File: config.mk
export PLATFORM = sky130hd
export DESIGN_NAME = length_prefixed_frame_deframer_flat
export DESIGN_NICKNAME = d
export VERILOG_FILES = /design/src/rtl/core/lpfd_pkg.sv /design/src/rtl/core/lpfd_if.sv /design/src/rtl/core/lpfd_parser.sv /design/src/rtl/core/lpfd_out_skid.sv /design/src/rtl/core/length_prefixed_frame_deframer.sv /design/src/flat_wrapper.sv
export SDC_FILE = /design/constraint.sdc
export NUM_CORES = 1
export LEC_CHECK = 0
export ABC_AREA = 1
export BUFFER_PORTS_ARGS = -buffer_cell sky130_fd_sc_hd__buf_2
export CAP_MARGIN = 20
export CORE_MARGIN = 10
export CORE_UTILIZATION = 47
export CTS_CLUSTER_DIAMETER = 60
export DETAILED_ROUTE_END_ITERATION = 8
export GPL_TIMING_DRIVEN = 0
export PLACE_DENSITY = 0.66
export SLEW_MARGIN = 20
export SYNTH_ARGS = -nofsm -noshare
export SYNTH_HDL_FRONTEND = slang
export SYNTH_SLANG_ARGS = --single-unit
File: constraint.sdc
create_clock -name i_clk -period 5 [get_ports i_clk]
set_input_delay 0 -clock i_clk [delete_from_list [all_inputs] [get_ports i_clk]]
set_output_delay 0 -clock i_clk [all_outputs]
set_load 0.05 [all_outputs]
File: src/rtl/core/lpfd_pkg.sv
package lpfd_pkg;

    localparam int unsigned ByteW = 8;
    localparam int unsigned LenW  = 16;

    typedef enum logic [3:0] {
        PH_LEN_LO = 4'b0001,
        PH_LEN_HI = 4'b0010,
        PH_ID     = 4'b0100,
        PH_DATA   = 4'b1000
    } t_phase;

    typedef struct packed {
        logic [ByteW-1:0] board_code;
        logic             identified;
        logic [ByteW-1:0] message_id;
        logic [ByteW-1:0] data_byte;
        logic             has_data;
        logic             last;
        logic             bad_length;
    } t_result;

endpackage

File: src/rtl/core/lpfd_if.sv
interface lpfd_in_if;
    logic       valid;
    logic       ready;
    logic [7:0] rx_byte;

    modport source (output valid, output rx_byte, input ready);
    modport sink   (input valid, input rx_byte, output ready);
endinterface

interface lpfd_cfg_if;
    logic       valid;
    logic       ready;
    logic [7:0] board_id_code;

    modport source (output valid, output board_id_code, input ready);
    modport sink   (input valid, input board_id_code, output ready);
endinterface

interface lpfd_out_if;
    logic       valid;
    logic       ready;
    logic [7:0] board_code;
    logic       identified;
    logic [7:0] message_id;
    logic [7:0] data_byte;
    logic       has_data;
    logic       last;
    logic       bad_length;

    modport source (
        output valid, output board_code, output identified, output message_id,
        output data_byte, output has_data, output last, output bad_length,
        input ready
    );
    modport sink (
        input valid, input board_code, input identified, input message_id,
        input data_byte, input has_data, input last, input bad_length,
        output ready
    );
endinterface

File: src/rtl/core/lpfd_parser.sv
module lpfd_parser (
    input  logic             i_clk,
    input  logic             i_rst_n,
    input  logic             i_cfg_we,
    input  logic [7:0]       i_cfg_data,
    input  logic             i_accept,
    input  logic [7:0]       i_byte,
    output logic             o_res_valid,
    output lpfd_pkg::t_result o_res
);
    import lpfd_pkg::*;

    t_phase            r_phase, n_phase;
    logic [ByteW-1:0]  r_length_low, n_length_low;
    logic [LenW-1:0]   r_remaining, n_remaining;
    logic [ByteW-1:0]  r_frame_id, n_frame_id;
    logic              r_capture, n_capture;
    logic [ByteW-1:0]  r_board_value, n_board_value;
    logic              r_board_known, n_board_known;
    logic [ByteW-1:0]  r_board_id_code;
    logic [LenW-1:0]   w_len;
    logic [LenW-1:0]   w_rem_dec;

    assign w_len     = {i_byte, r_length_low};
    assign w_rem_dec = r_remaining - LenW'(1);

    always_comb begin
        n_phase       = r_phase;
        n_length_low  = r_length_low;
        n_remaining   = r_remaining;
        n_frame_id    = r_frame_id;
        n_capture     = r_capture;
        n_board_value = r_board_value;
        n_board_known = r_board_known;
        o_res_valid   = 1'b0;
        o_res         = '0;
        unique case (r_phase)
            PH_LEN_LO: begin
                n_length_low = i_byte;
                n_phase      = PH_LEN_HI;
            end
            PH_LEN_HI: begin
                if (w_len == '0) begin
                    n_phase          = PH_LEN_LO;
                    o_res_valid      = 1'b1;
                    o_res.last       = 1'b1;
                    o_res.bad_length = 1'b1;
                end else begin
                    n_remaining = w_len - LenW'(1);
                    n_phase     = PH_ID;
                end
            end
            PH_ID: begin
                n_frame_id = i_byte;
                n_capture  = (i_byte == r_board_id_code) && (r_remaining == LenW'(1));
                if (r_remaining == '0) begin
                    n_phase          = PH_LEN_LO;
                    o_res_valid      = 1'b1;
                    o_res.message_id = i_byte;
                    o_res.last       = 1'b1;
                end else begin
                    n_phase = PH_DATA;
                end
            end
            PH_DATA: begin
                if (r_capture) begin
                    n_board_value = i_byte;
                    n_board_known = 1'b1;
                end
                n_remaining = w_rem_dec;
                if (w_rem_dec == '0) begin
                    n_phase = PH_LEN_LO;
                end
                o_res_valid      = 1'b1;
                o_res.message_id = r_frame_id;
                o_res.data_byte  = i_byte;
                o_res.has_data   = 1'b1;
                o_res.last       = (w_rem_dec == '0);
            end
            default: begin
                n_phase = PH_LEN_LO;
            end
        endcase
        o_res.board_code = n_board_value;
        o_res.identified = n_board_known;
        if (!i_accept) begin
            o_res_valid = 1'b0;
        end
    end

    always_ff @(posedge i_clk) begin
        if (!i_rst_n) begin
            r_phase         <= PH_LEN_LO;
            r_length_low    <= '0;
            r_remaining     <= '0;
            r_frame_id      <= '0;
            r_capture       <= 1'b0;
            r_board_value   <= '0;
            r_board_known   <= 1'b0;
            r_board_id_code <= '0;
        end else begin
            if (i_cfg_we) begin
                r_board_id_code <= i_cfg_data;
            end
            if (i_accept) begin
                r_phase       <= n_phase;
                r_length_low  <= n_length_low;
                r_remaining   <= n_remaining;
                r_frame_id    <= n_frame_id;
                r_capture     <= n_capture;
                r_board_value <= n_board_value;
                r_board_known <= n_board_known;
            end
        end
    end

endmodule

File: src/rtl/core/lpfd_out_skid.sv
module lpfd_out_skid (
    input  logic              i_clk,
    input  logic              i_rst_n,
    input  logic              i_push,
    input  lpfd_pkg::t_result i_data,
    output logic              o_ready,
    output logic              o_valid,
    output lpfd_pkg::t_result o_data,
    input  logic              i_ready
);
    import lpfd_pkg::*;

    logic    r_out_valid;
    t_result r_out;
    logic    r_skid_valid;
    t_result r_skid;
    logic    w_load;

    assign o_ready = !r_skid_valid;
    assign o_valid = r_out_valid;
    assign o_data  = r_out;
    assign w_load  = !r_out_valid || i_ready;

    always_ff @(posedge i_clk) begin
        if (!i_rst_n) begin
            r_out_valid  <= 1'b0;
            r_skid_valid <= 1'b0;
        end else begin
            if (w_load) begin
                r_out_valid  <= r_skid_valid || i_push;
                r_skid_valid <= 1'b0;
            end else if (i_push) begin
                r_skid_valid <= 1'b1;
            end
        end
    end

    always_ff @(posedge i_clk) begin
        if (w_load) begin
            r_out <= r_skid_valid ? r_skid : i_data;
        end else if (i_push) begin
            r_skid <= i_data;
        end
    end

endmodule

File: src/rtl/core/length_prefixed_frame_deframer.sv
// The result of an accepted word is registered in the output stage, or in the skid stage while the output stalls.
// Throughput: one word per cycle while input ready is high; the parser state register updates once per accepted word.
// Input ready drops only when the output register and its skid stage both hold a result.
// Reset (synchronous, active low) returns the parser to the length low byte, clears the
// captured board id, identified flag and board_id_code, and empties the output stages.
module length_prefixed_frame_deframer (
    input  logic       i_clk,
    input  logic       i_rst_n,
    lpfd_in_if.sink    i_rx,
    lpfd_cfg_if.sink   i_cfg,
    lpfd_out_if.source o_res
);
    import lpfd_pkg::*;

    logic    w_accept;
    logic    w_in_ready;
    logic    w_push;
    t_result w_res;
    logic    w_out_valid;
    t_result w_out;

    assign i_cfg.ready = 1'b1;
    assign i_rx.ready  = w_in_ready;
    assign w_accept    = i_rx.valid && w_in_ready;

    lpfd_parser u_parser (
        .i_clk       (i_clk),
        .i_rst_n     (i_rst_n),
        .i_cfg_we    (i_cfg.valid),
        .i_cfg_data  (i_cfg.board_id_code),
        .i_accept    (w_accept),
        .i_byte      (i_rx.rx_byte),
        .o_res_valid (w_push),
        .o_res       (w_res)
    );

    lpfd_out_skid u_out (
        .i_clk   (i_clk),
        .i_rst_n (i_rst_n),
        .i_push  (w_push),
        .i_data  (w_res),
        .o_ready (w_in_ready),
        .o_valid (w_out_valid),
        .o_data  (w_out),
        .i_ready (o_res.ready)
    );

    assign o_res.valid      = w_out_valid;
    assign o_res.board_code = w_out.board_code;
    assign o_res.identified = w_out.identified;
    assign o_res.message_id = w_out.message_id;
    assign o_res.data_byte  = w_out.data_byte;
    assign o_res.has_data   = w_out.has_data;
    assign o_res.last       = w_out.last;
    assign o_res.bad_length = w_out.bad_length;

`ifndef SYNTHESIS
    a_stall_needs_output: assert property (@(posedge i_clk) disable iff (!i_rst_n)
        !w_in_ready |-> w_out_valid)
        else $error("input stalled with no pending result");

    a_bad_has_no_data: assert property (@(posedge i_clk) disable iff (!i_rst_n)
        w_out_valid && w_out.bad_length |-> !w_out.has_data && w_out.last)
        else $error("dropped frame result carries data");

    a_empty_is_last: assert property (@(posedge i_clk) disable iff (!i_rst_n)
        w_out_valid && !w_out.has_data |-> w_out.last)
        else $error("result without data not marked last");
`endif

endmodule

File: src/flat_wrapper.sv
// flat-port wrapper written by rule: the top's interface ports become plain ports
module length_prefixed_frame_deframer_flat import lpfd_pkg::*;
  (i_clk, i_rst_n, i_rx_valid, i_rx_rx_byte, i_rx_ready, i_cfg_valid, i_cfg_board_id_code, i_cfg_ready, o_res_valid, o_res_board_code, o_res_identified, o_res_message_id, o_res_data_byte, o_res_has_data, o_res_last, o_res_bad_length, o_res_ready);
  lpfd_in_if i_rx_i ();
  lpfd_cfg_if i_cfg_i ();
  lpfd_out_if o_res_i ();
  input  logic i_clk;
  input  logic i_rst_n;
  input wire logic [$bits(i_rx_i.valid)-1:0] i_rx_valid;
  input wire logic [$bits(i_rx_i.rx_byte)-1:0] i_rx_rx_byte;
  output wire logic [$bits(i_rx_i.ready)-1:0] i_rx_ready;
  input wire logic [$bits(i_cfg_i.valid)-1:0] i_cfg_valid;
  input wire logic [$bits(i_cfg_i.board_id_code)-1:0] i_cfg_board_id_code;
  output wire logic [$bits(i_cfg_i.ready)-1:0] i_cfg_ready;
  output wire logic [$bits(o_res_i.valid)-1:0] o_res_valid;
  output wire logic [$bits(o_res_i.board_code)-1:0] o_res_board_code;
  output wire logic [$bits(o_res_i.identified)-1:0] o_res_identified;
  output wire logic [$bits(o_res_i.message_id)-1:0] o_res_message_id;
  output wire logic [$bits(o_res_i.data_byte)-1:0] o_res_data_byte;
  output wire logic [$bits(o_res_i.has_data)-1:0] o_res_has_data;
  output wire logic [$bits(o_res_i.last)-1:0] o_res_last;
  output wire logic [$bits(o_res_i.bad_length)-1:0] o_res_bad_length;
  input wire logic [$bits(o_res_i.ready)-1:0] o_res_ready;
  assign i_rx_i.valid = i_rx_valid;
  assign i_rx_i.rx_byte = i_rx_rx_byte;
  assign i_rx_ready = i_rx_i.ready;
  assign i_cfg_i.valid = i_cfg_valid;
  assign i_cfg_i.board_id_code = i_cfg_board_id_code;
  assign i_cfg_ready = i_cfg_i.ready;
  assign o_res_valid = o_res_i.valid;
  assign o_res_board_code = o_res_i.board_code;
  assign o_res_identified = o_res_i.identified;
  assign o_res_message_id = o_res_i.message_id;
  assign o_res_data_byte = o_res_i.data_byte;
  assign o_res_has_data = o_res_i.has_data;
  assign o_res_last = o_res_i.last;
  assign o_res_bad_length = o_res_i.bad_length;
  assign o_res_i.ready = o_res_ready;
  length_prefixed_frame_deframer u_core (.i_clk(i_clk), .i_rst_n(i_rst_n), .i_rx(i_rx_i), .i_cfg(i_cfg_i), .o_res(o_res_i));
endmodule
# Word level (Yosys, flattened, before mapping)
# Index checks and enable logic that the tools add are counted.
[word_totals]
regBits = 112
out_inout_bits = 31
[classes]
add_sub_neg = 2
n_mux = 21
bitwise_logic = 2
reduce_logical = 16
eq_ne = 8
[ops]
columns = ["operator", "count"]
rows = [
  ["logical NOT 16 bit", 3],
  ["case mux 16 bit (2 select lines)", 1],
  ["subtractor 16 x 1 -> 16 bit, second input constant", 2],
  ["2-to-1 mux 28 bit", 1],
  ["2-to-1 mux 8 bit", 3],
  ["== test 16 x 1 -> 1 bit, second input constant", 1],
  ["2-to-1 mux 16 bit", 1],
  ["case mux 4 bit (4 select lines)", 1],
  ["case mux 8 bit (2 select lines)", 1],
  ["2-to-1 mux 9 bit", 1],
  ["== test 8 bit", 1],
  ["2-to-1 mux 4 bit", 2],
  ["AND reduction 2 bit", 4],
  ["2-to-1 mux 1 bit", 6],
  ["case mux 1 bit (3 select lines)", 2],
  ["== test 4 x 1 -> 1 bit, second input constant", 1],
  ["== test 4 x 2 -> 1 bit, second input constant", 1],
  ["== test 4 x 3 -> 1 bit, second input constant", 1],
  ["== test 4 bit, second input constant", 1],
  ["!= test 2 bit, second input constant", 2],
  ["2-to-1 mux 3 bit", 1],
  ["AND reduction 3 bit", 1],
  ["logical AND 1 bit", 2],
  ["logical NOT 1 bit", 2],
  ["other kinds (5)", 7],
]

# Depth between registers and ports, before layout
# Gate-level depths: netlist of run 1.
[logic_depth]
ltp_word = 5
ltp_mapped = 15
mapped_depth_nobuf = 15

# By module
# Synthesis of run 1 repeated with hierarchy kept, for this count alone.
[unflattened]
cells_unflattened = 669
hier_area_um2 = 5380.2
[by_module_without_submodules]
columns = ["module", "area_each_um2", "cells_each", "seq_area_each_um2", "n_inst"]
rows = [
  ["lpfd_parser", 3248.1, 507, 1081.0, 1],
  ["lpfd_out_skid", 2113.3, 158, 1721.7, 1],
  ["length_prefixed_frame_deframer", 18.8, 4, 0.0, 1],
]

# Least setup slack after synthesis of run 1
# No wires, ideal clock.
[synth_path]
path_kind = "register to register"
from = "register u_core.u_parser.r_length_low[0]"
to = "register u_core.u_out.r_skid[0] (netlist bit), enable pin"
setup_ns = 0.413
stages_incl_launch_ff = 13
required_time_ns = 4.587
arrival_ns = 2.570
setup_slack_ns = 2.017
path_cell_list = "dfxtp_1 -> inv_1 -> ha_1 -> nand3_2 -> nor2_2 -> nand2_2 -> nor3_4 -> nand2_2 -> nand2_1 -> inv_2 -> nand2_1 -> nand2_1 -> nor2_1"
[synth_between]
elab_chain_len = 5
[synth_lines]
columns = ["element", "line_no", "text"]
rows = [
  ["start, declared", "lpfd_parser.sv:14", "logic [ByteW-1:0] r_length_low, n_length_low;"],
  ["start signal, assigned", "lpfd_parser.sv:107", "r_length_low <= n_length_low;"],
  ["logical NOT 16 bit", "lpfd_parser.sv:43", "if (w_len == '0) begin"],
  ["2-to-1 mux 1 bit", "lpfd_parser.sv:43", ""],
  ["case mux 1 bit (3 select lines)", "lpfd_parser.sv:37", "unique case (r_phase)"],
  ["2-to-1 mux 1 bit", "lpfd_parser.sv:86", "if (!i_accept) begin"],
  ["AND reduction 2 bit (no line)", "-", ""],
  ["end signal, assigned", "lpfd_out_skid.sv:42", "r_skid <= i_data;"],
  ["end, declared", "lpfd_out_skid.sv:16", "t_result r_skid;"],
]
# Every way passes these cells.
# A chain may end at the register's enable or synchronous reset.

# Worst setup path after layout of run 1
[layout_path]
from = "register u_core.u_parser.r_length_low[0]"
to = "register u_core.u_out.r_skid[24] (netlist bit), enable pin"
# The elaborated chain is that of the path after synthesis.

==> results.py, run 1 <==
metrics = {
    "sta": {
        "slew-limit-headroom_pct": 60.4,
        "fin_crit_ps": 2380,
        "clock_skew_ps": 7.89,
        "slew_violations": 0,
        "period_share_pct": 47.5,
        "whs_ps": 5.20,
        "rsz0062_at_grt": "no",
        "setup_viol": 0,
        "max_freq_mhz": 421,
        "tns_ps": 0,
        "worst_pin_slew_ps": 594,
        "hold_viol": 0,
        "setup_ws_ps": 2620,
    },
    "drt": {
        "met2_length_mm": 6.44,
        "wl_met3_um": 833,
        "drc": 0,
        "via_count": 4674,
        "routed_wl_mm": 13.7,
        "post_drt_via_cell_ratio": 5.32,
        "first_pass_iters": 5,
        "wl_met1_mm": 5.89,
        "drt_iter0_markers": 403,
        "post_drt_wl_per_cell_um": 15.6,
        "top_layer": "met4",
        "ant_nets": 0,
    },
    "pwr": {
        "p_per_area_nw_per_um2": 316,
        "vdd_drop_max_v": 0.000222,
        "p_leak_nw": 2.79,
    },
    "worst_setup_path": {
        "cp-end-kind": "register",
        "critPathKind": "register to register",
        "worstPathArrival_ps": 2430,
        "critical_path_peak_fanout": 25,
        "ff2ff_path_depth": 13,
        "required_ps": 5060,
        "critPathLaunchType": "register",
    },
    "cts": {
        "cts.sinks": 112,
        "htreeDepth": 3,
        "cts_root_buf": "clkbuf_16",
        "cts_tree": "built",
        "cts_hold_buf": 9,
        "cts.clk_slew.worst_paths_ps": 70,
        "cts-buffers-inserted": 9,
        "cts_setup_buffers": 0,
        "cts_resized": 0,
        "clock_path_buffers": 2,
        "clk_latency_ps": 350,
    },
    "synth": {
        "ys_seq_area_share_pct": 51.5,
        "netlist_instances": 659,
        "netlist_area_um2": 5440,
        "yosysWarnings": 0,
        "synth.distinct_cells": 37,
        "avgSynthCellArea_um2": 8.26,
        "syn_nets": 683,
        "synthTopCellsByArea": "edfxtp_1 31%, dfxtp_1 21%, nand2_1 12%, nor2_1 4.7%, inv_1 3.9%",
        "yosysTopAreaCellShare_pct": 30.9,
        "synth_top_cell_by_area": "edfxtp_1",
        "ys_ff_latch": 112,
    },
    "global_route": {
        "grt_pass1_vias": 4650,
        "antenna_found_initial": 0,
        "grt_util_all_layers_pct": 17.2,
        "grt_overflow_total": 0,
        "grt_max_degree": 26,
        "grt_first_pass_wirelength_mm": 22.8,
    },
    "cells_and_area": {
        "fillers": 1054,
        "fin_area_um2": 6370,
        "multi_input_area_um2": 2260,
        "post-route-util_pct": 56.0,
        "ff_latch_area_um2": 2800,
        "nNetsFinal": 755,
        "num_antenna_cells": 0,
        "drive_gt1_share_pct": 17.4,
        "synthToLayoutAreaGrowth_pct": 17.0,
    },
    "floorplanning": {
        "dieArea_um2": 16300,
        "die_x_um": 128,
        "io_pins": 52,
        "dieHeight_um": 128,
        "initial_utilization_pct": 47.9,
        "core_um2": 11400,
        "rows": 39,
    },
    "run_status": {
        "status": "complete, no violations",
    },
    "hold_path": {
        "hold_path_class": "input pin to register",
        "hold_depth": 3,
    },
    "placement": {
        "hpwl_mm": 10.3,
        "pre_cts_ws_ps": 2620,
        "portBuffers": 50,
        "placed_cell_area_um2": 5930,
        "place_congestion": 0.871,
    },
    "flow_run": {
        "max_cap_viol_count": 0,
    },
}
-- through the flow --
stage                     power [W]  cells
after floorplan             0.00114    659
after global placement      0.00119    852
after detailed placement    0.00120    854
after CTS                   0.00202    879
after global routing        0.00209    879
final                       0.00201    879
-- layer usage --
| layer | GRT usage (%) | up-vias |
|---|---|---|
| met2 | 27.6 | 146 |
| met3 | 3.10 | 34 |
| met4 | 10.0 | 0 |
| met5 | 0 | - |
| li1 | - | 2315 |
| met1 | 21.2 | 2179 |
-- worst max-delay path, cell delays in order (launching register included) --
cell and delay, ps:
dfxtp_1 350, inv_1 90, ha_1 250, nand3_2 130, nor2_2 130, nand2_2 80
nor3_4 160, nand2_2 140, nand2_1 100, inv_2 40, nand2_1 70, nand2_1 110
nor2_4 220, buf_16 210
-- state kept, by name, summed over array words and instances (netlist names) --
name / count
u_core.u_out.r_skid_valid: 1
u_core.u_out.o_valid: 1
u_core.u_parser.r_capture: 1
u_core.u_parser.r_phase: 4
u_core.u_out.o_data: 28
u_core.u_parser.r_length_low: 8
u_core.u_parser.r_board_known: 1
u_core.u_parser.r_frame_id: 8
u_core.u_parser.r_board_id_code: 8
u_core.u_out.r_skid: 28
u_core.u_parser.r_remaining: 16
u_core.u_parser.r_board_value: 8
-- power breakdown --
| group | internal (W) | total [W] | switching (W) |
|---|---|---|---|
| Sequential | 0.000969 | 0.000983 | 0.0000137 |
| Combinational | 0.0000694 | 0.000202 | 0.000133 |
| Clock | 0.000493 | 0.000830 | 0.000336 |
| Total | 0.00153 | 0.00201 | 0.000483 |
-- layout make-up --
cell class,count,area share [%]
tap,143,2.81
buffer,22,1.83
clock inverter,6,1.77
multi-input combinational,452,35.5
timing repair buffer,61,6.21
inverter,73,4.30
clock buffer,10,3.60
sequential,112,44.0
-- cells in the mapped netlist (all sizes together) --
cell	instances
o211ai	8
nor3	12
nand4	6
clkinv	1
a31oi	2
nor2	83
xnor2	1
nor4	2
inv	72
o21ai	54
a211oi	5
conb	1
buf	13
o22ai	8
edfxtp	56
a21oi	44
nand3	28
ha	3
nand2	179
xor2	16
clkbuf	9
dfxtp	56
-- layout by cell type (no fill, tap or decap), types with 4 or more instances in the layout --
cell           count
nand2_1          171
nor2_1            67
inv_1             57
edfxtp_1          56
dfxtp_1           56
buf_2             53
o21ai_0           41
a21oi_1           41
nand3_1           25
xor2_1            16
inv_2             15
o21ai_1           13
nor2_2            12
clkbuf_1          10
clkbuf_16          9
dlygate4sd3_1      9
o22ai_1            8
o211ai_1           8
nor3_1             7
nand4_1            6
nand2_2            5
buf_4              4
buf_1              4
nor2_4             4
-- kinds of logic (layout without fill, tap and decap cells) --
| kind of cell | after synthesis | in the layout | synth area share, % |
|---|---|---|---|
| fa+ha+maj | 3 | 3 | 0.690 |
| xor+xnor | 17 | 17 | 2.74 |
| compound gates | 121 | 121 | 12.5 |
| flops | 112 | 112 | 51.5 |
| buf+inv | 95 | 172 | 7.17 |
| other cells | 1 | 1 | 0.0689 |
| simple gates | 310 | 310 | 25.4 |
-- worst paths after layout --
check	from	end	slack, ps
setup / recovery	u_core.u_parser.r_length_low[0]$_SDFFE_PN0P_	u_core.u_out.r_skid[24]$_DFFE_PP_	2620
hold / removal	i_cfg_valid	u_core.u_parser.r_board_id_code[7]$_SDFFE_PN0P_	5
hold reg to reg	u_core.u_parser.r_board_value[3]$_SDFFE_PN0P_	u_core.u_parser.r_board_value[3]$_SDFFE_PN0P_	470
setup reg to reg	u_core.u_parser.r_length_low[0]$_SDFFE_PN0P_	u_core.u_out.r_skid[24]$_DFFE_PP_	2620
Power figures use the tool's default switching activity.
==> inputs of run 2 (changes only) <==
- ABC_AREA: 1 -> 0
- PLACE_DENSITY: 0.66 -> 0.65
- clock period: 5 -> 2.42 ns (I/O delays scaled with it)
==> results.py, run 2 <==
metrics = {
    "global_route": {
        "busiest_layer": "met2",
        "grt_overflow_total": 0,
        "grt_util_all_layers_pct": 17.0,
        "use_met2_pct": 27.7,
        "grt_pass1_vias": 4262,
        "grt_use_met3_pct": 3.19,
        "antenna_found_initial": 0,
        "gr-usage-met1_pct": 20.8,
        "grt_first_pass_wirelength_mm": 22.2,
        "grt_max_degree": 32,
    },
    "run_status": {
        "status": "complete, no violations",
    },
    "floorplanning": {
        "dieArea_um2": 16800,
        "rows": 40,
        "io_pins": 52,
        "dieHeight_um": 130,
        "core_um2": 11900,
        "initial_utilization_pct": 47.5,
        "die_x_um": 130,
    },
    "sta": {
        "period_share_pct": 97.6,
        "slew-limit-headroom_pct": 46.3,
        "hold_viol": 0,
        "slew_violations": 0,
        "fin_crit_ps": 2360,
        "setup_viol": 0,
        "worst_pin_slew_ps": 805,
        "max_freq_mhz": 423,
        "rsz0062_at_grt": "no",
        "tns_ps": 0,
        "whs_ps": 16.4,
        "clock_skew_ps": 7.81,
    },
    "synth": {
        "ys_seq_area_share_pct": 49.6,
        "syn_nets": 547,
        "yosysTopAreaCellShare_pct": 29.7,
        "synth_edf_count": 56,
        "ys_ff_latch": 112,
        "ys_async_sr_fraction_pct": 0,
        "netlist_top_cells_count": "56 x dfxtp_1, 56 x edfxtp_1, 51 x nand2_1",
        "synth.distinct_cells": 69,
        "netlist_instances": 523,
        "netlist_area_um2": 5650,
        "synth_top_cell_by_area": "edfxtp_1",
        "synth_ff_type": "edfxtp_1",
        "yosysWarnings": 0,
        "synthTopCellsByArea": "edfxtp_1 30%, dfxtp_1 20%, mux2_2 5.0%, nand2_1 3.4%, mux2i_1 2.8%",
        "avgSynthCellArea_um2": 10.8,
    },
    "drt": {
        "post_drt_wl_per_cell_um": 18.6,
        "drc": 0,
        "routed_wl_mm": 14.0,
        "ant_nets": 0,
        "drt_iter0_markers": 248,
        "first_pass_iters": 7,
        "post_drt_via_cell_ratio": 5.64,
        "via_count": 4253,
    },
    "cts": {
        "cts_tree": "built",
        "htreeDepth": 3,
        "cts-buffers-inserted": 9,
        "clk_latency_ps": 360,
        "cts.sinks": 112,
        "cts.clk_slew.worst_paths_ps": 80,
        "clock_path_buffers": 2,
        "cts_root_buf": "clkbuf_16",
    },
    "cells_and_area": {
        "nNetsFinal": 626,
        "fillers": 1092,
        "drive_gt1_share_pct": 27.0,
        "synthToLayoutAreaGrowth_pct": 18.2,
        "layout.cells.most_common_list": "56 x buf_2, 56 x edfxtp_1, 51 x nand2_1, 51 x dfxtp_1, 25 x mux2_2",
        "num_antenna_cells": 0,
    },
    "worst_setup_path": {
        "required_ps": 2490,
        "r2r-start": "u_core.u_parser.r_remaining[10]$_SDFFE_PN0P_",
        "ff2ff_path_depth": 8,
        "worst_path_most_repeated_cell": "buf_12",
        "rr_endpoint": "u_core.u_out.r_skid[8]$_DFFE_PP_",
        "worstPathArrival_ps": 2440,
        "cp-end-kind": "register",
        "critical_path_peak_fanout": 11,
        "critPathLaunchType": "register",
        "slowest_delay_ps": 550,
        "critPathKind": "register to register",
        "crit_slowest_cell": "or4_4",
        "r2r_setup_slack_ps": 60,
        "worstPathCellList": "buf_6 > or4_4 > nor3_4 > and3_4 > or3b_4 > nor3b_4 > buf_12 > buf_12",
    },
    "hold_path": {
        "hold_end": "u_core.u_parser.r_board_value[1]$_SDFFE_PN0P_",
        "hold_depth": 3,
        "hold_path_class": "input pin to register",
        "min_from": "i_rx_rx_byte[1]",
    },
    "pwr": {
        "p_per_area_nw_per_um2": 601,
        "p_leak_nw": 2.72,
        "vdd_drop_max_v": 0.000289,
    },
    "flow_run": {
        "max_cap_viol_count": 0,
    },
    "placement": {
        "portBuffers": 43,
        "place_congestion": 0.944,
        "hpwl_mm": 9.58,
    },
}
## run 2: repair_timing
| action | in CTS | in global routing |
|---|---|---|
| hold endpoints to repair | 11 | 0 |
| hold buffers | 10 | 0 |
| pin swaps | 2 | 5 |
| endpoints found under the setup margin | 28 | 39 |
| setup buffers | 5 | 9 |
| gates resized for setup | 7 | 13 |
| cloned | 1 | 0 |
## run 2: how the worst max path moves through the flow
stage                                                  from  slack, ps  cells after the start                           endpoint
6_report       u_core.u_parser.r_remaining[10]$_SDFFE_PN0P_         60                      8   u_core.u_out.r_skid[8]$_DFFE_PP_
5_1_grt        u_core.u_parser.r_remaining[10]$_SDFFE_PN0P_          3                      8   u_core.u_out.r_skid[4]$_DFFE_PP_
4_1_cts         u_core.u_parser.r_remaining[1]$_SDFFE_PN0P_          2                      9   u_core.u_out.r_skid[8]$_DFFE_PP_
3_5_place_dp   u_core.u_parser.r_length_low[0]$_SDFFE_PN0P_       -560                      8  u_core.u_out.r_skid[19]$_DFFE_PP_
3_3_place_gp   u_core.u_parser.r_length_low[0]$_SDFFE_PN0P_       -810                      7  u_core.u_out.r_skid[19]$_DFFE_PP_
2_1_floorplan  u_core.u_parser.r_remaining[13]$_SDFFE_PN0P_       -290                      6   u_core.u_out.r_skid[0]$_DFFE_PP_
## run 2: routing by layer
metal | wire length [um] | up-vias
met2 | 6600 | 136
met3 | 827 | 34
met5 | 0 | -
met4 | 503 | 0
li1 | - | 2059
met1 | 6100 | 2024
## run 2: power by group
group	internal [W]	leakage, nW	switching (W)
Sequential	0.00200	1.10	0.0000297
Combinational	0.000181	1.47	0.000242
Clock	0.000825	0.150	0.000740
Total	0.00300	2.72	0.00101
## run 2: worst max-delay path: cells and delay by family, from the launching register on
kind	cells	cell delay, ps
AND/OR/NAND/NOR	5	1340
buffers and inverters	3	420
flip-flops	1	310
## run 2: final cells by class
type                            instances  area (um^2)  share of cell area, %
Tap cell                              147          184                   2.75
Timing Repair Buffer                   69          488                   7.30
Sequential cell                       112         2810                   42.1
Clock buffer                            9          225                   3.37
Clock inverter                          7         91.3                   1.37
Inverter                                8         31.3                  0.468
Multi-Input combinational cell        364         2650                   39.7
Buffer                                 38          198                   2.96
## run 2: stage by stage
step                cell area, um^2  total power (W)  cells  worst slack [ps]  utilization [%]
floorplan                      5660          0.00234    523              -286                -
global placement               6060          0.00244    713              -815             50.9
detailed placement             6070          0.00245    714              -557             51.0
CTS                            6600          0.00402    746              1.51             55.4
global route                   6680          0.00413    754              3.29             56.1
finish                         6680          0.00402    754              58.2             56.1
## run 2: logic make-up (layout without fill, tap and decap cells)
group,Yosys count,after routing,share of synthesized area (%)
buffers and inverters,47,131,4.23
other,1,1,0.0663
and+or+nand+nor,181,181,19.0
xor gates and xnor gates,26,26,4.03
adders and majority gates,3,3,0.664
AOI/OAI and AO/OA,104,104,12.5
muxes,49,49,9.94
DFF,112,112,49.6
==> inputs of run 3 (changes only) <==
- MAX_ROUTING_LAYER: unset -> met4
- clock period: 2.42 -> 3 ns (I/O delays scaled with it)
==> results.py, run 3 (synthesized netlist as in run 2, its figures left out) <==
metrics = {
    "run_status": {
        "status": "complete, no violations",
    },
    "worst_setup_path": {
        "ff2ff_path_depth": 8,
        "critical_path_peak_fanout": 16,
        "required_ps": 3060,
        "rr_endpoint": "u_core.u_out.r_skid[23]$_DFFE_PP_",
        "slowest_delay_ps": 420,
        "worstPathCellList": "inv_1 > ha_1 > nor3b_2 > and4b_1 > nand3_1 > or3b_4 > nor3b_4 > buf_6",
        "r2r-start": "u_core.u_parser.r_length_low[0]$_SDFFE_PN0P_",
        "worstPathArrival_ps": 2660,
        "r2r_setup_slack_ps": 400,
        "critPathKind": "register to register",
        "critPathLaunchType": "register",
        "crit_slowest_cell": "nor3b_2",
        "cp-end-kind": "register",
    },
    "floorplanning": {
        "io_pins": 52,
        "dieHeight_um": 130,
        "dieArea_um2": 16800,
        "initial_utilization_pct": 47.5,
        "die_x_um": 130,
        "core_um2": 11900,
        "rows": 40,
    },
    "global_route": {
        "antenna_found_initial": 0,
        "grt_overflow_total": 0,
        "grt_util_all_layers_pct": 17.1,
        "grt_max_degree": 32,
        "grt_pass1_vias": 4120,
        "grt_first_pass_wirelength_mm": 21.9,
    },
    "drt": {
        "routed_wl_mm": 13.7,
        "post_drt_wl_per_cell_um": 18.5,
        "ant_nets": 0,
        "via_count": 4245,
        "drt_iter0_markers": 298,
        "post_drt_via_cell_ratio": 5.72,
        "drc": 0,
        "first_pass_iters": 5,
    },
    "cells_and_area": {
        "fin_cells": 742,
        "layout.cells.most_common_list": "56 x buf_2, 56 x edfxtp_1, 56 x dfxtp_1",
        "num_antenna_cells": 0,
        "drive_gt1_share_pct": 23.5,
        "synthToLayoutAreaGrowth_pct": 14.8,
        "nNetsFinal": 614,
        "fillers": 1122,
    },
    "sta": {
        "worst_pin_slew_ps": 782,
        "setup_viol": 0,
        "clock_skew_ps": 7.01,
        "whs_ps": 26.2,
        "rsz0062_at_grt": "no",
        "max_freq_mhz": 384,
        "fin_crit_ps": 2600,
        "hold_viol": 0,
        "slew-limit-headroom_pct": 47.8,
        "slew_violations": 0,
        "period_share_pct": 86.7,
    },
    "pwr": {
        "swShare_pct": 24.8,
        "seqPwrFrac_pct": 51.2,
        "p_int_w": 0.00240,
        "p_leak_nw": 2.64,
        "p_per_area_nw_per_um2": 492,
        "netSwitchingPower_w": 0.000793,
        "pwr-share-comb_pct": 10.1,
        "clock_power_share_pct": 38.7,
        "vdd_drop_max_v": 0.000226,
    },
    "hold_path": {
        "min_from": "i_rx_rx_byte[1]",
        "hold_path_class": "input pin to register",
        "hold_end": "u_core.u_parser.r_board_value[1]$_SDFFE_PN0P_",
        "hold_depth": 3,
    },
    "cts": {
        "cts_tree": "built",
        "cts.clk_slew.worst_paths_ps": 80,
        "htreeDepth": 3,
        "cts_root_buf": "clkbuf_16",
        "clock_path_buffers": 2,
        "cts-buffers-inserted": 9,
        "clk_latency_ps": 360,
        "cts.sinks": 112,
        "cts_resized": 0,
    },
    "placement": {
        "hpwl_mm": 9.62,
        "place_congestion": 0.930,
        "dp.cells": 714,
        "portBuffers": 43,
    },
    "flow_run": {
        "max_cap_viol_count": 0,
    },
}
[run 3: cell types whose count changed in the layout (fill, tap and decap cells not counted), sizes merged]
cell / before / now
buf: 80 / 68
clkinv: 5 / 3
inv: 8 / 10
[run 3: repair_timing]
action	4_1_cts	5_1_grt
hold buffers	10	0
endpoints found under the hold margin	10	0
buffers inserted	2	0
endpoints found under the setup margin	16	0
[run 3: worst max-delay path by stage]
stage                                                 startpoint                                 to  slack [ps]  cells after the start
global placement    u_core.u_parser.r_length_low[0]$_SDFFE_PN0P_  u_core.u_out.r_skid[19]$_DFFE_PP_        -270                      7
CTS                 u_core.u_parser.r_length_low[0]$_SDFFE_PN0P_  u_core.u_out.r_skid[23]$_DFFE_PP_         380                      8
finish              u_core.u_parser.r_length_low[0]$_SDFFE_PN0P_  u_core.u_out.r_skid[23]$_DFFE_PP_         400                      8
detailed placement  u_core.u_parser.r_length_low[0]$_SDFFE_PN0P_  u_core.u_out.r_skid[23]$_DFFE_PP_         -50                      8
global route        u_core.u_parser.r_length_low[0]$_SDFFE_PN0P_  u_core.u_out.r_skid[19]$_DFFE_PP_         230                      8
floorplan           u_core.u_parser.r_remaining[10]$_SDFFE_PN0P_   u_core.u_out.r_skid[0]$_DFFE_PP_         250                      7
[run 3: critical path: cells and delay by family (launching register included)]
kind	cells	cell delay (ps)
AND/OR/NAND/NOR	5	1460
buffers and inverters	2	300
adder cells (fa/ha/maj)	1	170
flip-flops	1	360
[run 3: layer usage]
layer | global-route usage (%) | vias to the layer above | part of all wire (%)
met2 | 27.3 | 141 | 48
met3 | 2.70 | 27 | 5.8
met1 | 21.0 | 2042 | 44
li1 | - | 2035 | -
met4 | 7.67 | 0 | 2.7
met5 | - | - | 0
[run 3: area by class of cell]
cell class | count | area (um^2) | area share, %
well taps | 147 | 184 | 2.83
clock inverters | 7 | 76.3 | 1.18
multi-input cells | 364 | 2620 | 40.4
repair buffers | 56 | 342 | 5.26
clock buffers | 9 | 225 | 3.47
plain buffers | 39 | 208 | 3.20
inverters | 8 | 31.3 | 0.482
flip-flops and latches | 112 | 2800 | 43.2
[run 3: power by group through the flow]
stage               Sequential [W]  Combinational, W  Clock, W
detailed placement         0.00167          0.000308         0
CTS                        0.00163          0.000319   0.00125
finish                     0.00163          0.000323   0.00124
floorplan                  0.00167          0.000225         0
global placement           0.00167          0.000305         0
global route               0.00164          0.000349   0.00131
[run 3: through the flow]
stage	setup TNS, ps	total power (W)	setup WS [ps]	util (%)	instance area (um^2)
detailed placement	-808	0.00198	-51.5	51.0	6070
floorplan	0	0.00189	251	-	5660
finish	0	0.00319	399	54.5	6490
global placement	-7480	0.00197	-270	50.9	6060
global route	0	0.00329	235	54.5	6490
CTS	0	0.00320	384	54.5	6490
